[config.mk]
export PLATFORM = sky130hd
export DESIGN_NAME = bencode_stream_tokenizer
export DESIGN_NICKNAME = d
export VERILOG_FILES = /design/src/design/bst_pkg.sv /design/src/design/bst_parser.sv /design/src/design/bencode_stream_tokenizer.sv
export VERILOG_INCLUDE_DIRS = /design/src /design/src/design
export SDC_FILE = /design/constraint.sdc
export NUM_CORES = 1
export LEC_CHECK = 0
export BUFFER_PORTS_ARGS = -buffer_cell sky130_fd_sc_hd__buf_2
export CAP_MARGIN = 0
export CORE_ASPECT_RATIO = 1.4
export CORE_MARGIN = 2
export CORE_UTILIZATION = 40
export DETAILED_ROUTE_END_ITERATION = 8
export GPL_ROUTABILITY_DRIVEN = 0
export PLACE_DENSITY = 0.67
export RECOVER_POWER = 50
export SLEW_MARGIN = 5
export SYNTH_ARGS = -nofsm -noshare
export SYNTH_HDL_FRONTEND = slang
export SYNTH_SLANG_ARGS = --single-unit
export TNS_END_PERCENT = 100
[constraint.sdc]
create_clock -name clk -period 7.2 [get_ports clk]
set_input_delay 0 -clock clk [delete_from_list [all_inputs] [get_ports clk]]
set_output_delay 0 -clock clk [all_outputs]
set_load 0.005 [all_outputs]
[src/design/bencode_stream_tokenizer_assert.svh]
// assertion macros used by the tokenizer top level
`ifndef BENCODE_STREAM_TOKENIZER_ASSERT_SVH
`define BENCODE_STREAM_TOKENIZER_ASSERT_SVH

// same-cycle implication, checked at every rising edge outside reset
`define BST_ASSERT_IMPL(lbl, ck, rn, ante, cons) \
    lbl: assert property (@(posedge ck) disable iff (!rn) (ante) |-> (cons)) \
        else $error("bst assertion failed");

// next-cycle implication, checked at every rising edge outside reset
`define BST_ASSERT_NEXT(lbl, ck, rn, ante, cons) \
    lbl: assert property (@(posedge ck) disable iff (!rn) (ante) |=> (cons)) \
        else $error("bst assertion failed");

`endif

[src/design/bst_pkg.sv]
// types and constants of the bencode stream tokenizer
package bst_pkg;

    typedef enum logic [2:0] {
        MD_VALUE      = 3'd0,
        MD_INT_SIGN   = 3'd1,
        MD_INT_DIGITS = 3'd2,
        MD_STR_LEN    = 3'd3,
        MD_STR_DATA   = 3'd4,
        MD_DONE       = 3'd5
    } bst_mode_t;

    typedef enum logic [2:0] {
        EV_NONE      = 3'd0,
        EV_STR_START = 3'd1,
        EV_STR_BYTE  = 3'd2,
        EV_INTEGER   = 3'd3,
        EV_LIST_OPEN = 3'd4,
        EV_DICT_OPEN = 3'd5,
        EV_CLOSE     = 3'd6
    } bst_event_t;

    typedef enum logic [3:0] {
        ERR_OK        = 4'd0,
        ERR_BAD_TYPE  = 4'd1,
        ERR_KEY_TYPE  = 4'd2,
        ERR_BAD_DIGIT = 4'd3,
        ERR_STRAY_END = 4'd4,
        ERR_NO_VALUE  = 4'd5,
        ERR_TOO_DEEP  = 4'd6,
        ERR_OVERFLOW  = 4'd7,
        ERR_TRUNCATED = 4'd8
    } bst_error_t;

    // ascii codes of the syntax bytes
    localparam logic [7:0] CH_COLON = 8'h3A;
    localparam logic [7:0] CH_MINUS = 8'h2D;
    localparam logic [7:0] CH_ZERO  = 8'h30;
    localparam logic [7:0] CH_NINE  = 8'h39;
    localparam logic [7:0] CH_E     = 8'h65;
    localparam logic [7:0] CH_I     = 8'h69;
    localparam logic [7:0] CH_L     = 8'h6C;
    localparam logic [7:0] CH_D     = 8'h64;

    // magnitude limits, 68 bits wide to hold acc*10+d
    localparam logic [67:0] INT_POS_LIMIT = 68'h0_7FFF_FFFF_FFFF_FFFF;
    localparam logic [67:0] INT_NEG_LIMIT = 68'h0_8000_0000_0000_0000;

    typedef struct packed {
        bst_event_t  event_res;
        logic [63:0] value;
        logic [7:0]  data_byte;
        logic [4:0]  nesting;
        logic        is_key;
        logic        string_last;
        logic        value_complete;
        logic        end_flag;
        bst_error_t  error_code;
    } bst_result_t;

endpackage

[src/design/bst_parser.sv]
// parser state, container stack and per-byte result logic
module bst_parser #(
    parameter int MAX_DEPTH   = 16,
    parameter int LENGTH_BITS = 32
) (
    input  logic                 clk,
    input  logic                 rst_n,
    input  logic                 step,
    input  logic [7:0]           in_byte,
    input  logic                 in_end,
    output logic                 emit,
    output bst_pkg::bst_result_t res
);

    localparam int LW = $clog2(MAX_DEPTH + 1);
    localparam int IW = (MAX_DEPTH > 1) ? $clog2(MAX_DEPTH) : 1;
    localparam logic [67:0] LEN_LIMIT = (68'd1 << LENGTH_BITS) - 68'd1;

    bst_pkg::bst_mode_t       mode_reg, mode_next;
    logic [63:0]              acc_reg, acc_next;
    logic                     neg_reg, neg_next;
    logic                     seen_reg, seen_next;
    logic [LENGTH_BITS-1:0]   left_reg, left_next;
    logic [LW-1:0]            level_reg, level_next;
    bst_pkg::bst_error_t      sticky_reg, sticky_next;
    logic                     done_reg, done_next;
    // top of stack kept in flops, entries below it in the array
    logic                     top_kind_reg, top_kind_next;
    logic                     top_want_reg, top_want_next;
    logic                     kind_mem [MAX_DEPTH];
    logic                     want_mem [MAX_DEPTH];

    logic                     push_we;
    logic [IW-1:0]            wr_idx;
    logic [IW-1:0]            rd_idx;
    logic [LW-1:0]            level_m1;
    logic [LW-1:0]            level_m2;
    logic [7:0]               dig_wide;
    logic [3:0]               digit;
    logic                     is_digit;
    logic [67:0]              acc_x10;
    logic [67:0]              int_limit;
    logic                     at_key;
    logic [LW+4:0]            level_wide;
    logic [LENGTH_BITS-1:0]   left_dec;

    assign level_m1 = level_reg - LW'(1);
    assign level_m2 = level_reg - LW'(2);
    assign wr_idx   = level_m1[IW-1:0];
    assign rd_idx   = level_m2[IW-1:0];
    assign dig_wide = in_byte - bst_pkg::CH_ZERO;
    assign digit    = dig_wide[3:0];
    assign is_digit = in_byte inside {[bst_pkg::CH_ZERO:bst_pkg::CH_NINE]};
    assign acc_x10  = ({4'd0, acc_reg} << 3) + ({4'd0, acc_reg} << 1) + {64'd0, digit};
    assign int_limit = neg_reg ? bst_pkg::INT_NEG_LIMIT : bst_pkg::INT_POS_LIMIT;
    assign at_key   = (level_reg != '0) && top_kind_reg && top_want_reg;
    assign left_dec = (left_reg != '0) ? left_reg - LENGTH_BITS'(1) : left_reg;

    always_comb
    begin
        bst_pkg::bst_event_t ev;
        bst_pkg::bst_error_t err;
        logic [63:0]         val;
        logic [7:0]          db;
        logic                key;
        logic                last;
        logic                finish;

        ev            = bst_pkg::EV_NONE;
        err           = bst_pkg::ERR_OK;
        val           = '0;
        db            = '0;
        key           = 1'b0;
        last          = 1'b0;
        finish        = 1'b0;
        push_we       = 1'b0;
        mode_next     = mode_reg;
        acc_next      = acc_reg;
        neg_next      = neg_reg;
        seen_next     = seen_reg;
        left_next     = left_reg;
        level_next    = level_reg;
        sticky_next   = sticky_reg;
        done_next     = done_reg;
        top_kind_next = top_kind_reg;
        top_want_next = top_want_reg;

        if (step && sticky_reg == bst_pkg::ERR_OK && !done_reg)
        begin
            case (mode_reg)
                bst_pkg::MD_VALUE:
                begin
                    if (is_digit)
                    begin
                        acc_next  = {60'd0, digit};
                        seen_next = 1'b1;
                        mode_next = bst_pkg::MD_STR_LEN;
                    end
                    else if (in_byte == bst_pkg::CH_E)
                    begin
                        if (level_reg == '0)
                            err = bst_pkg::ERR_STRAY_END;
                        else if (top_kind_reg && !top_want_reg)
                            err = bst_pkg::ERR_NO_VALUE;
                        else
                        begin
                            // pop: parent entry becomes the new top
                            level_next    = level_m1;
                            top_kind_next = kind_mem[rd_idx];
                            top_want_next = want_mem[rd_idx];
                            ev            = bst_pkg::EV_CLOSE;
                            finish        = 1'b1;
                        end
                    end
                    else if (at_key)
                    begin
                        if (in_byte == bst_pkg::CH_I || in_byte == bst_pkg::CH_L ||
                            in_byte == bst_pkg::CH_D)
                            err = bst_pkg::ERR_KEY_TYPE;
                        else
                            err = bst_pkg::ERR_BAD_TYPE;
                    end
                    else if (in_byte == bst_pkg::CH_I)
                    begin
                        acc_next  = '0;
                        neg_next  = 1'b0;
                        seen_next = 1'b0;
                        mode_next = bst_pkg::MD_INT_SIGN;
                    end
                    else if (in_byte == bst_pkg::CH_L || in_byte == bst_pkg::CH_D)
                    begin
                        if (level_reg >= LW'(MAX_DEPTH))
                            err = bst_pkg::ERR_TOO_DEEP;
                        else
                        begin
                            push_we       = (level_reg != '0);
                            top_kind_next = (in_byte == bst_pkg::CH_D);
                            top_want_next = (in_byte == bst_pkg::CH_D);
                            level_next    = level_reg + LW'(1);
                            ev = (in_byte == bst_pkg::CH_D) ? bst_pkg::EV_DICT_OPEN
                                                            : bst_pkg::EV_LIST_OPEN;
                        end
                    end
                    else
                        err = bst_pkg::ERR_BAD_TYPE;
                end
                bst_pkg::MD_INT_SIGN:
                begin
                    if (in_byte == bst_pkg::CH_MINUS)
                    begin
                        neg_next  = 1'b1;
                        mode_next = bst_pkg::MD_INT_DIGITS;
                    end
                    else if (is_digit)
                    begin
                        acc_next  = {60'd0, digit};
                        seen_next = 1'b1;
                        mode_next = bst_pkg::MD_INT_DIGITS;
                    end
                    else
                        err = bst_pkg::ERR_BAD_DIGIT;
                end
                bst_pkg::MD_INT_DIGITS:
                begin
                    if (is_digit)
                    begin
                        if (seen_reg && acc_reg == '0)
                            err = bst_pkg::ERR_BAD_DIGIT;
                        else if (acc_x10 > int_limit)
                            err = bst_pkg::ERR_OVERFLOW;
                        else
                        begin
                            acc_next  = acc_x10[63:0];
                            seen_next = 1'b1;
                        end
                    end
                    else if (in_byte == bst_pkg::CH_E)
                    begin
                        if (!seen_reg || (neg_reg && acc_reg == '0))
                            err = bst_pkg::ERR_BAD_DIGIT;
                        else
                        begin
                            ev     = bst_pkg::EV_INTEGER;
                            val    = neg_reg ? 64'd0 - acc_reg : acc_reg;
                            finish = 1'b1;
                        end
                    end
                    else
                        err = bst_pkg::ERR_BAD_DIGIT;
                end
                bst_pkg::MD_STR_LEN:
                begin
                    if (is_digit)
                    begin
                        if (acc_reg == '0)
                            err = bst_pkg::ERR_BAD_DIGIT;
                        else if (acc_x10 > LEN_LIMIT)
                            err = bst_pkg::ERR_OVERFLOW;
                        else
                            acc_next = acc_x10[63:0];
                    end
                    else if (in_byte == bst_pkg::CH_COLON)
                    begin
                        ev  = bst_pkg::EV_STR_START;
                        val = acc_reg;
                        key = at_key;
                        if (acc_reg == '0)
                            finish = 1'b1;
                        else
                        begin
                            left_next = acc_reg[LENGTH_BITS-1:0];
                            mode_next = bst_pkg::MD_STR_DATA;
                        end
                    end
                    else
                        err = bst_pkg::ERR_BAD_DIGIT;
                end
                bst_pkg::MD_STR_DATA:
                begin
                    ev        = bst_pkg::EV_STR_BYTE;
                    db        = in_byte;
                    key       = at_key;
                    left_next = left_dec;
                    if (left_dec == '0)
                    begin
                        last   = 1'b1;
                        finish = 1'b1;
                    end
                end
                default:
                begin
                end
            endcase

            // value finished: mark top level done or flip key/value turn
            if (finish)
            begin
                if (level_next == '0)
                begin
                    done_next = 1'b1;
                    mode_next = bst_pkg::MD_DONE;
                end
                else
                begin
                    if (top_kind_next)
                        top_want_next = !top_want_next;
                    mode_next = bst_pkg::MD_VALUE;
                end
            end

            if (err != bst_pkg::ERR_OK)
                sticky_next = err;
        end

        if (step && in_end && sticky_next == bst_pkg::ERR_OK && !done_next)
            sticky_next = bst_pkg::ERR_TRUNCATED;

        emit = step && (ev != bst_pkg::EV_NONE || err != bst_pkg::ERR_OK || in_end);

        level_wide         = {5'd0, level_next};
        res.event_res      = ev;
        res.value          = val;
        res.data_byte      = db;
        res.nesting        = level_wide[4:0];
        res.is_key         = key;
        res.string_last    = last;
        res.value_complete = done_next;
        res.end_flag       = in_end;
        res.error_code     = sticky_next;

        // message over: back to the reset state
        if (step && in_end)
        begin
            mode_next   = bst_pkg::MD_VALUE;
            acc_next    = '0;
            neg_next    = 1'b0;
            seen_next   = 1'b0;
            left_next   = '0;
            level_next  = '0;
            sticky_next = bst_pkg::ERR_OK;
            done_next   = 1'b0;
        end
    end

    always_ff @(posedge clk or negedge rst_n)
    begin
        if (!rst_n)
        begin
            mode_reg     <= bst_pkg::MD_VALUE;
            acc_reg      <= '0;
            neg_reg      <= 1'b0;
            seen_reg     <= 1'b0;
            left_reg     <= '0;
            level_reg    <= '0;
            sticky_reg   <= bst_pkg::ERR_OK;
            done_reg     <= 1'b0;
            top_kind_reg <= 1'b0;
            top_want_reg <= 1'b0;
        end
        else
        begin
            mode_reg     <= mode_next;
            acc_reg      <= acc_next;
            neg_reg      <= neg_next;
            seen_reg     <= seen_next;
            left_reg     <= left_next;
            level_reg    <= level_next;
            sticky_reg   <= sticky_next;
            done_reg     <= done_next;
            top_kind_reg <= top_kind_next;
            top_want_reg <= top_want_next;
        end
    end

    // push the old top entry below the new one
    always_ff @(posedge clk)
    begin
        if (push_we)
        begin
            kind_mem[wr_idx] <= top_kind_reg;
            want_mem[wr_idx] <= top_want_reg;
        end
    end

endmodule

[src/design/bencode_stream_tokenizer.sv]
// top level of the streaming bencode tokenizer
//
//  channel  | dir | transfer carries
//  ---------+-----+-----------------------------------------------------------
//  s_axis   | in  | one message byte, tlast on the message's last byte
//  m_axis   | out | one token event: kind and key flag in tuser, rest in tdata
//
// one byte per cycle sustained while m_axis does not stall; a byte's result
// passes the input register, then the parser logic into the result register
// bytes that cause no event, no new error and carry no tlast give no transfer
// a stall on m_axis holds the result register; s_axis_tready drops once the
// input register also holds a byte
// async active-low reset returns the parser to the start of a message
`include "bencode_stream_tokenizer_assert.svh"

module bencode_stream_tokenizer #(
    parameter int MAX_DEPTH   = 16,
    parameter int LENGTH_BITS = 32
) (
    input  logic        clk,
    input  logic        rst_n,
    input  logic        s_axis_tvalid,
    output logic        s_axis_tready,
    input  logic [7:0]  s_axis_tdata,   // [7:0] byte_in
    input  logic        s_axis_tlast,   // message_end
    output logic        m_axis_tvalid,
    input  logic        m_axis_tready,
    output logic [87:0] m_axis_tdata,   // [63:0] value, [71:64] data_byte,
                                        // [76:72] nesting, [77] string_last,
                                        // [78] value_complete,
                                        // [82:79] error_code, [87:83] zero
    output logic [3:0]  m_axis_tuser,   // [2:0] event_res, [3] is_key
    output logic        m_axis_tlast    // end_flag
);

    // input register
    logic                 in_valid_reg, in_valid_next;
    logic [7:0]           in_byte_reg;
    logic                 in_end_reg;

    // result register
    logic                 out_valid_reg, out_valid_next;
    bst_pkg::bst_result_t out_reg;

    logic                 advance;   // result register free this cycle
    logic                 process;   // parser consumes the held byte
    logic                 in_xfer;
    logic                 emit;
    bst_pkg::bst_result_t res;

    // terms used by the checks below
    logic                 quiet_res;
    logic                 end_res;
    logic                 end_resolved;
    logic                 last_res;
    logic                 last_is_byte;

    assign advance       = !out_valid_reg || m_axis_tready;
    assign process       = in_valid_reg && advance;
    assign s_axis_tready = !in_valid_reg || advance;
    assign in_xfer       = s_axis_tvalid && s_axis_tready;

    always_comb
    begin
        in_valid_next = in_valid_reg;
        if (in_xfer)
            in_valid_next = 1'b1;
        else if (process)
            in_valid_next = 1'b0;

        out_valid_next = out_valid_reg;
        if (advance)
            out_valid_next = process && emit;
    end

    always_ff @(posedge clk or negedge rst_n)
    begin
        if (!rst_n)
        begin
            in_valid_reg  <= 1'b0;
            out_valid_reg <= 1'b0;
        end
        else
        begin
            in_valid_reg  <= in_valid_next;
            out_valid_reg <= out_valid_next;
        end
    end

    // payload registers, no reset needed
    always_ff @(posedge clk)
    begin
        if (in_xfer)
        begin
            in_byte_reg <= s_axis_tdata;
            in_end_reg  <= s_axis_tlast;
        end
        if (process && emit)
            out_reg <= res;
    end

    // all per-byte decoding and the container stack
    bst_parser #(
        .MAX_DEPTH   (MAX_DEPTH),
        .LENGTH_BITS (LENGTH_BITS)
    ) u_parser (
        .clk     (clk),
        .rst_n   (rst_n),
        .step    (process),
        .in_byte (in_byte_reg),
        .in_end  (in_end_reg),
        .emit    (emit),
        .res     (res)
    );

    assign m_axis_tvalid = out_valid_reg;
    assign m_axis_tdata  = {5'd0, out_reg.error_code, out_reg.value_complete,
                            out_reg.string_last, out_reg.nesting,
                            out_reg.data_byte, out_reg.value};
    assign m_axis_tuser  = {out_reg.is_key, out_reg.event_res};
    assign m_axis_tlast  = out_reg.end_flag;

    assign quiet_res    = out_valid_reg && out_reg.event_res == bst_pkg::EV_NONE &&
                          out_reg.error_code == bst_pkg::ERR_OK;
    assign end_res      = out_valid_reg && out_reg.end_flag;
    assign end_resolved = out_reg.value_complete || out_reg.error_code != bst_pkg::ERR_OK;
    assign last_res     = out_valid_reg && out_reg.string_last;
    assign last_is_byte = out_reg.event_res == bst_pkg::EV_STR_BYTE;

    // a result with no event and no fresh error only answers a message end
    `BST_ASSERT_IMPL(a_quiet_result_is_end, clk, rst_n, quiet_res, out_reg.end_flag)
    // at message end either the value is complete or an error is reported
    `BST_ASSERT_IMPL(a_end_is_resolved, clk, rst_n, end_res, end_resolved)
    // only a payload byte can close a string
    `BST_ASSERT_IMPL(a_last_on_string_byte, clk, rst_n, last_res, last_is_byte)
    // a held byte is never dropped while the result side stalls
    `BST_ASSERT_NEXT(a_held_byte_kept, clk, rst_n, in_valid_reg && !advance, in_valid_reg)

endmodule

==> qor.yml <==
outcome:
  status: "finished with violations"
  violations: "capacitance limit, slew limit"
grt:
  grt_max_degree: 66
  grt_pass1_wl_mm: 110
  antenna_found_initial: 0
  grt_pass1_vias: 20038
  overflow: 0
  track_usage_pct: 25.5
power_and_ir_drop:
  irDropWorstVdd_mv: 0.218
  power_density_nw_per_um2: 320
  p_leak_nw: 10.0
  power_mw: 7.38
job:
  maxCapViolCount: 3
worst_setup_path:
  cp.required_ns: 7.44
  cp-end-kind: "flop"
  critPathKind: "reg2reg"
  reg2regPathDepth: 25
  cp-startpoint: "in_byte_reg[3]"
  path_max_fanout: 59
  r2r_start: "in_byte_reg[3]"
  r2r_end: "m_axis_tdata[11]"
  cp.arrival_ns: 7.21
  r2r_setup_slack_ns: 0.23
  start_kind: "flop"
synth:
  synth-seq-cells: 244
  synth_cell_types: 104
  yosysSeqAreaShare_pct: 32.1
  yosys.area.top_type: "edfxtp_1"
  synth_area_um2: 21100
  synth_top_family_by_area: "simple AND/OR/NAND/NOR gates"
  synth.avg_cell_area_um2: 8.46
  synth-xor-area-share_pct: 3.04
  synth_compound_gate_area_share_pct: 20.2
  synth-async-reset-ratio_pct: 47.1
  yosysTopAreaCellShare_pct: 18.4
  synth.area.mux_share_pct: 5.16
  synth_ff_type: "edfxtp_1"
  synth_edf_count: 129
  yosys.area_share.simple_pct: 22.8
  synthAdderAreaFrac_pct: 12.1
  yosysMostFrequentCell: "nand2_1"
  synthTopCellsByArea: "edfxtp_1, dfrtp_1, ha_1"
  synth_common_cells: "nand2_1, nor2_1, a21oi_1"
  postSynthCellCount: 2489
  synth_warnings: 0
die:
  die_h_um: 276
  rows: 99
  core_area_um2: 52000
  ioPinCount: 108
  initial_utilization_pct: 40.5
  die-area_um2: 54500
  die_x_um: 198
cells_and_area:
  instances_no_fill: 3216
  layout-drive-gt1-share_pct: 8.09
  fin_nets: 2758
  synthToLayoutAreaGrowth_pct: 9.66
  diodes: 0
  largest_reg_flops: 83
sta:
  tightest_slew_ns: 3.17
  fmaxAchievable_mhz: 143
  whs_ns: 0.168
  hold_viol: 0
  layout_min_cycle_time_ns: 6.97
  finalWorstSetupSlack_ns: 0.231
  fin_crit_sh_pct: 96.8
  slew_viol_final: 173
  setup_tns_ns: 0
  slew_headroom_pct: -111
  rsz0062_at_grt: "no"
  fin_skew_ns: 0.0134
  final-setup-viol-count: 0
detailed_routing:
  ant_nets: 0
  postRouteWirelength_mm: 70.8
  vias: 20473
  avgRoutedWirePerCell_um: 22.0
  via_per_inst: 6.37
  detail_route.first_pass.iterations: 6
  drcViolationCount: 0
  drt_iter0_markers: 1864
placed_design:
  hpwl_mm: 53.8
  io_buffers: 102
  numPlacedInstances: 3159
  dpl_worst_slack_ns: 0.439
clock_network:
  clkSinkCount: 244
  cts_buffers: 24
  clock_path_buffers: 3
  htree_levels: 1
  insertion_delay_ns: 0.55
  clkTransAtPathRegs_ns: 0.07
  cts_tree: "built"
  cts_root_buf: "clkbuf_16"
  postCtsSetupRepairBufs: 0
worst_hold_path:
  hold_path_depth: 2
  hp-start: "s_axis_tlast"
  hold_end: "in_end_reg"
  hp-class: "in2reg"
[report_power, final]
group | internal (mW) | switching (mW)
clock network | 0.832 | 0.577
logic | 1.36 | 2.67
registers | 1.69 | 0.253
[how the worst max path moves through the flow]
stage | endpoint | slack [ns]
CTS | m_axis_tdata[18] | 0.41
global placement | m_axis_tdata[62] | 0.57
global route | m_axis_tdata[9] | 0.07
finish | m_axis_tdata[11] | 0.23
detailed placement | m_axis_tdata[60] | 0.44
floorplan | m_axis_tdata[0] | 0.71
[layout make-up]
cell class / instances / area [um^2]
fill: 5088 / 28900
multi-input combinational: 2016 / 13400
sequential: 244 / 6760
timing repair buffer: 161 / 930
tap: 656 / 821
clock buffer: 31 / 699
inverter: 95 / 357
clock inverter: 13 / 175
[through the flow]
stage / cell area [um^2] / utilization (%)
detailed placement: 22200 / 42.7
floorplan: 21100 / -
finish: 23100 / 44.4
global route: 23100 / 44.4
global placement: 22200 / 42.7
CTS: 23200 / 44.6
[cell usage in the layout (no fill, tap or decap), types with 43 or more instances in the layout]
cell type | Yosys | layout
mux2i_1 | 53 | 53
o21ai_0 | 153 | 153
or3_1 | 42 | 43
inv_1 | 93 | 93
dfrtp_1 | 115 | 114
clkbuf_1 | 102 | 71
a21oi_1 | 226 | 225
nand3_1 | 47 | 47
nand4_1 | 48 | 48
nor2_1 | 244 | 243
nor3_1 | 98 | 97
nand2_1 | 296 | 295
ha_1 | 201 | 201
edfxtp_1 | 129 | 129
[per-layer routing]
| layer | up-vias | global-route usage (%) | part of all wire [%] |
|---|---|---|---|
| met3 | 310 | 2.32 | 6.0 |
| met2 | 1035 | 44.7 | 49 |
| met4 | 0 | 17.5 | 7.5 |
| li1 | 9356 | - | - |
| met1 | 9772 | 29.4 | 37 |
| met5 | - | 0 | 0 |
[critical path, stage by stage (launching register included)]
cell      delay [ns]
edfxtp_1        0.35
inv_1           0.08
fa_1            0.60
inv_1           0.09
fa_1            0.50
a211oi_2        0.28
o211ai_1        0.13
nand2_1         0.21
a21oi_1         0.20
o31ai_2         0.51
nor3b_1         0.39
nor2_1          0.12
ha_1            0.31
and4_1          0.21
nand2_1         0.12
nor3_1          0.23
and3_1          0.31
and4_1          0.34
o21a_1          0.14
nand4b_1        0.21
o22ai_1         0.29
o21a_1          0.17
nand4b_1        0.11
a211o_1         0.32
and2_4          0.18
buf_12          0.18
[cell families (layout without fill, tap and decap cells)]
logic type               count (synthesis)  after routing
buffers and inverters                  233            300
adder cells (fa/ha/maj)                203            203
AO/OA/AOI/OAI                          677            677
AND/OR/NAND/NOR                        971            971
other                                    1              5
multiplexers                            87             87
flip-flops                             244            244
XOR/XNOR                                73             73
[repair_timing]
action | CTS | global route
endpoints found under the hold margin | 61 | 0
resized for setup | 0 | 3
hold buffers | 13 | 0
setup endpoints to repair | 0 | 90
No activity file was read; power rests on OpenSTA's default activity.
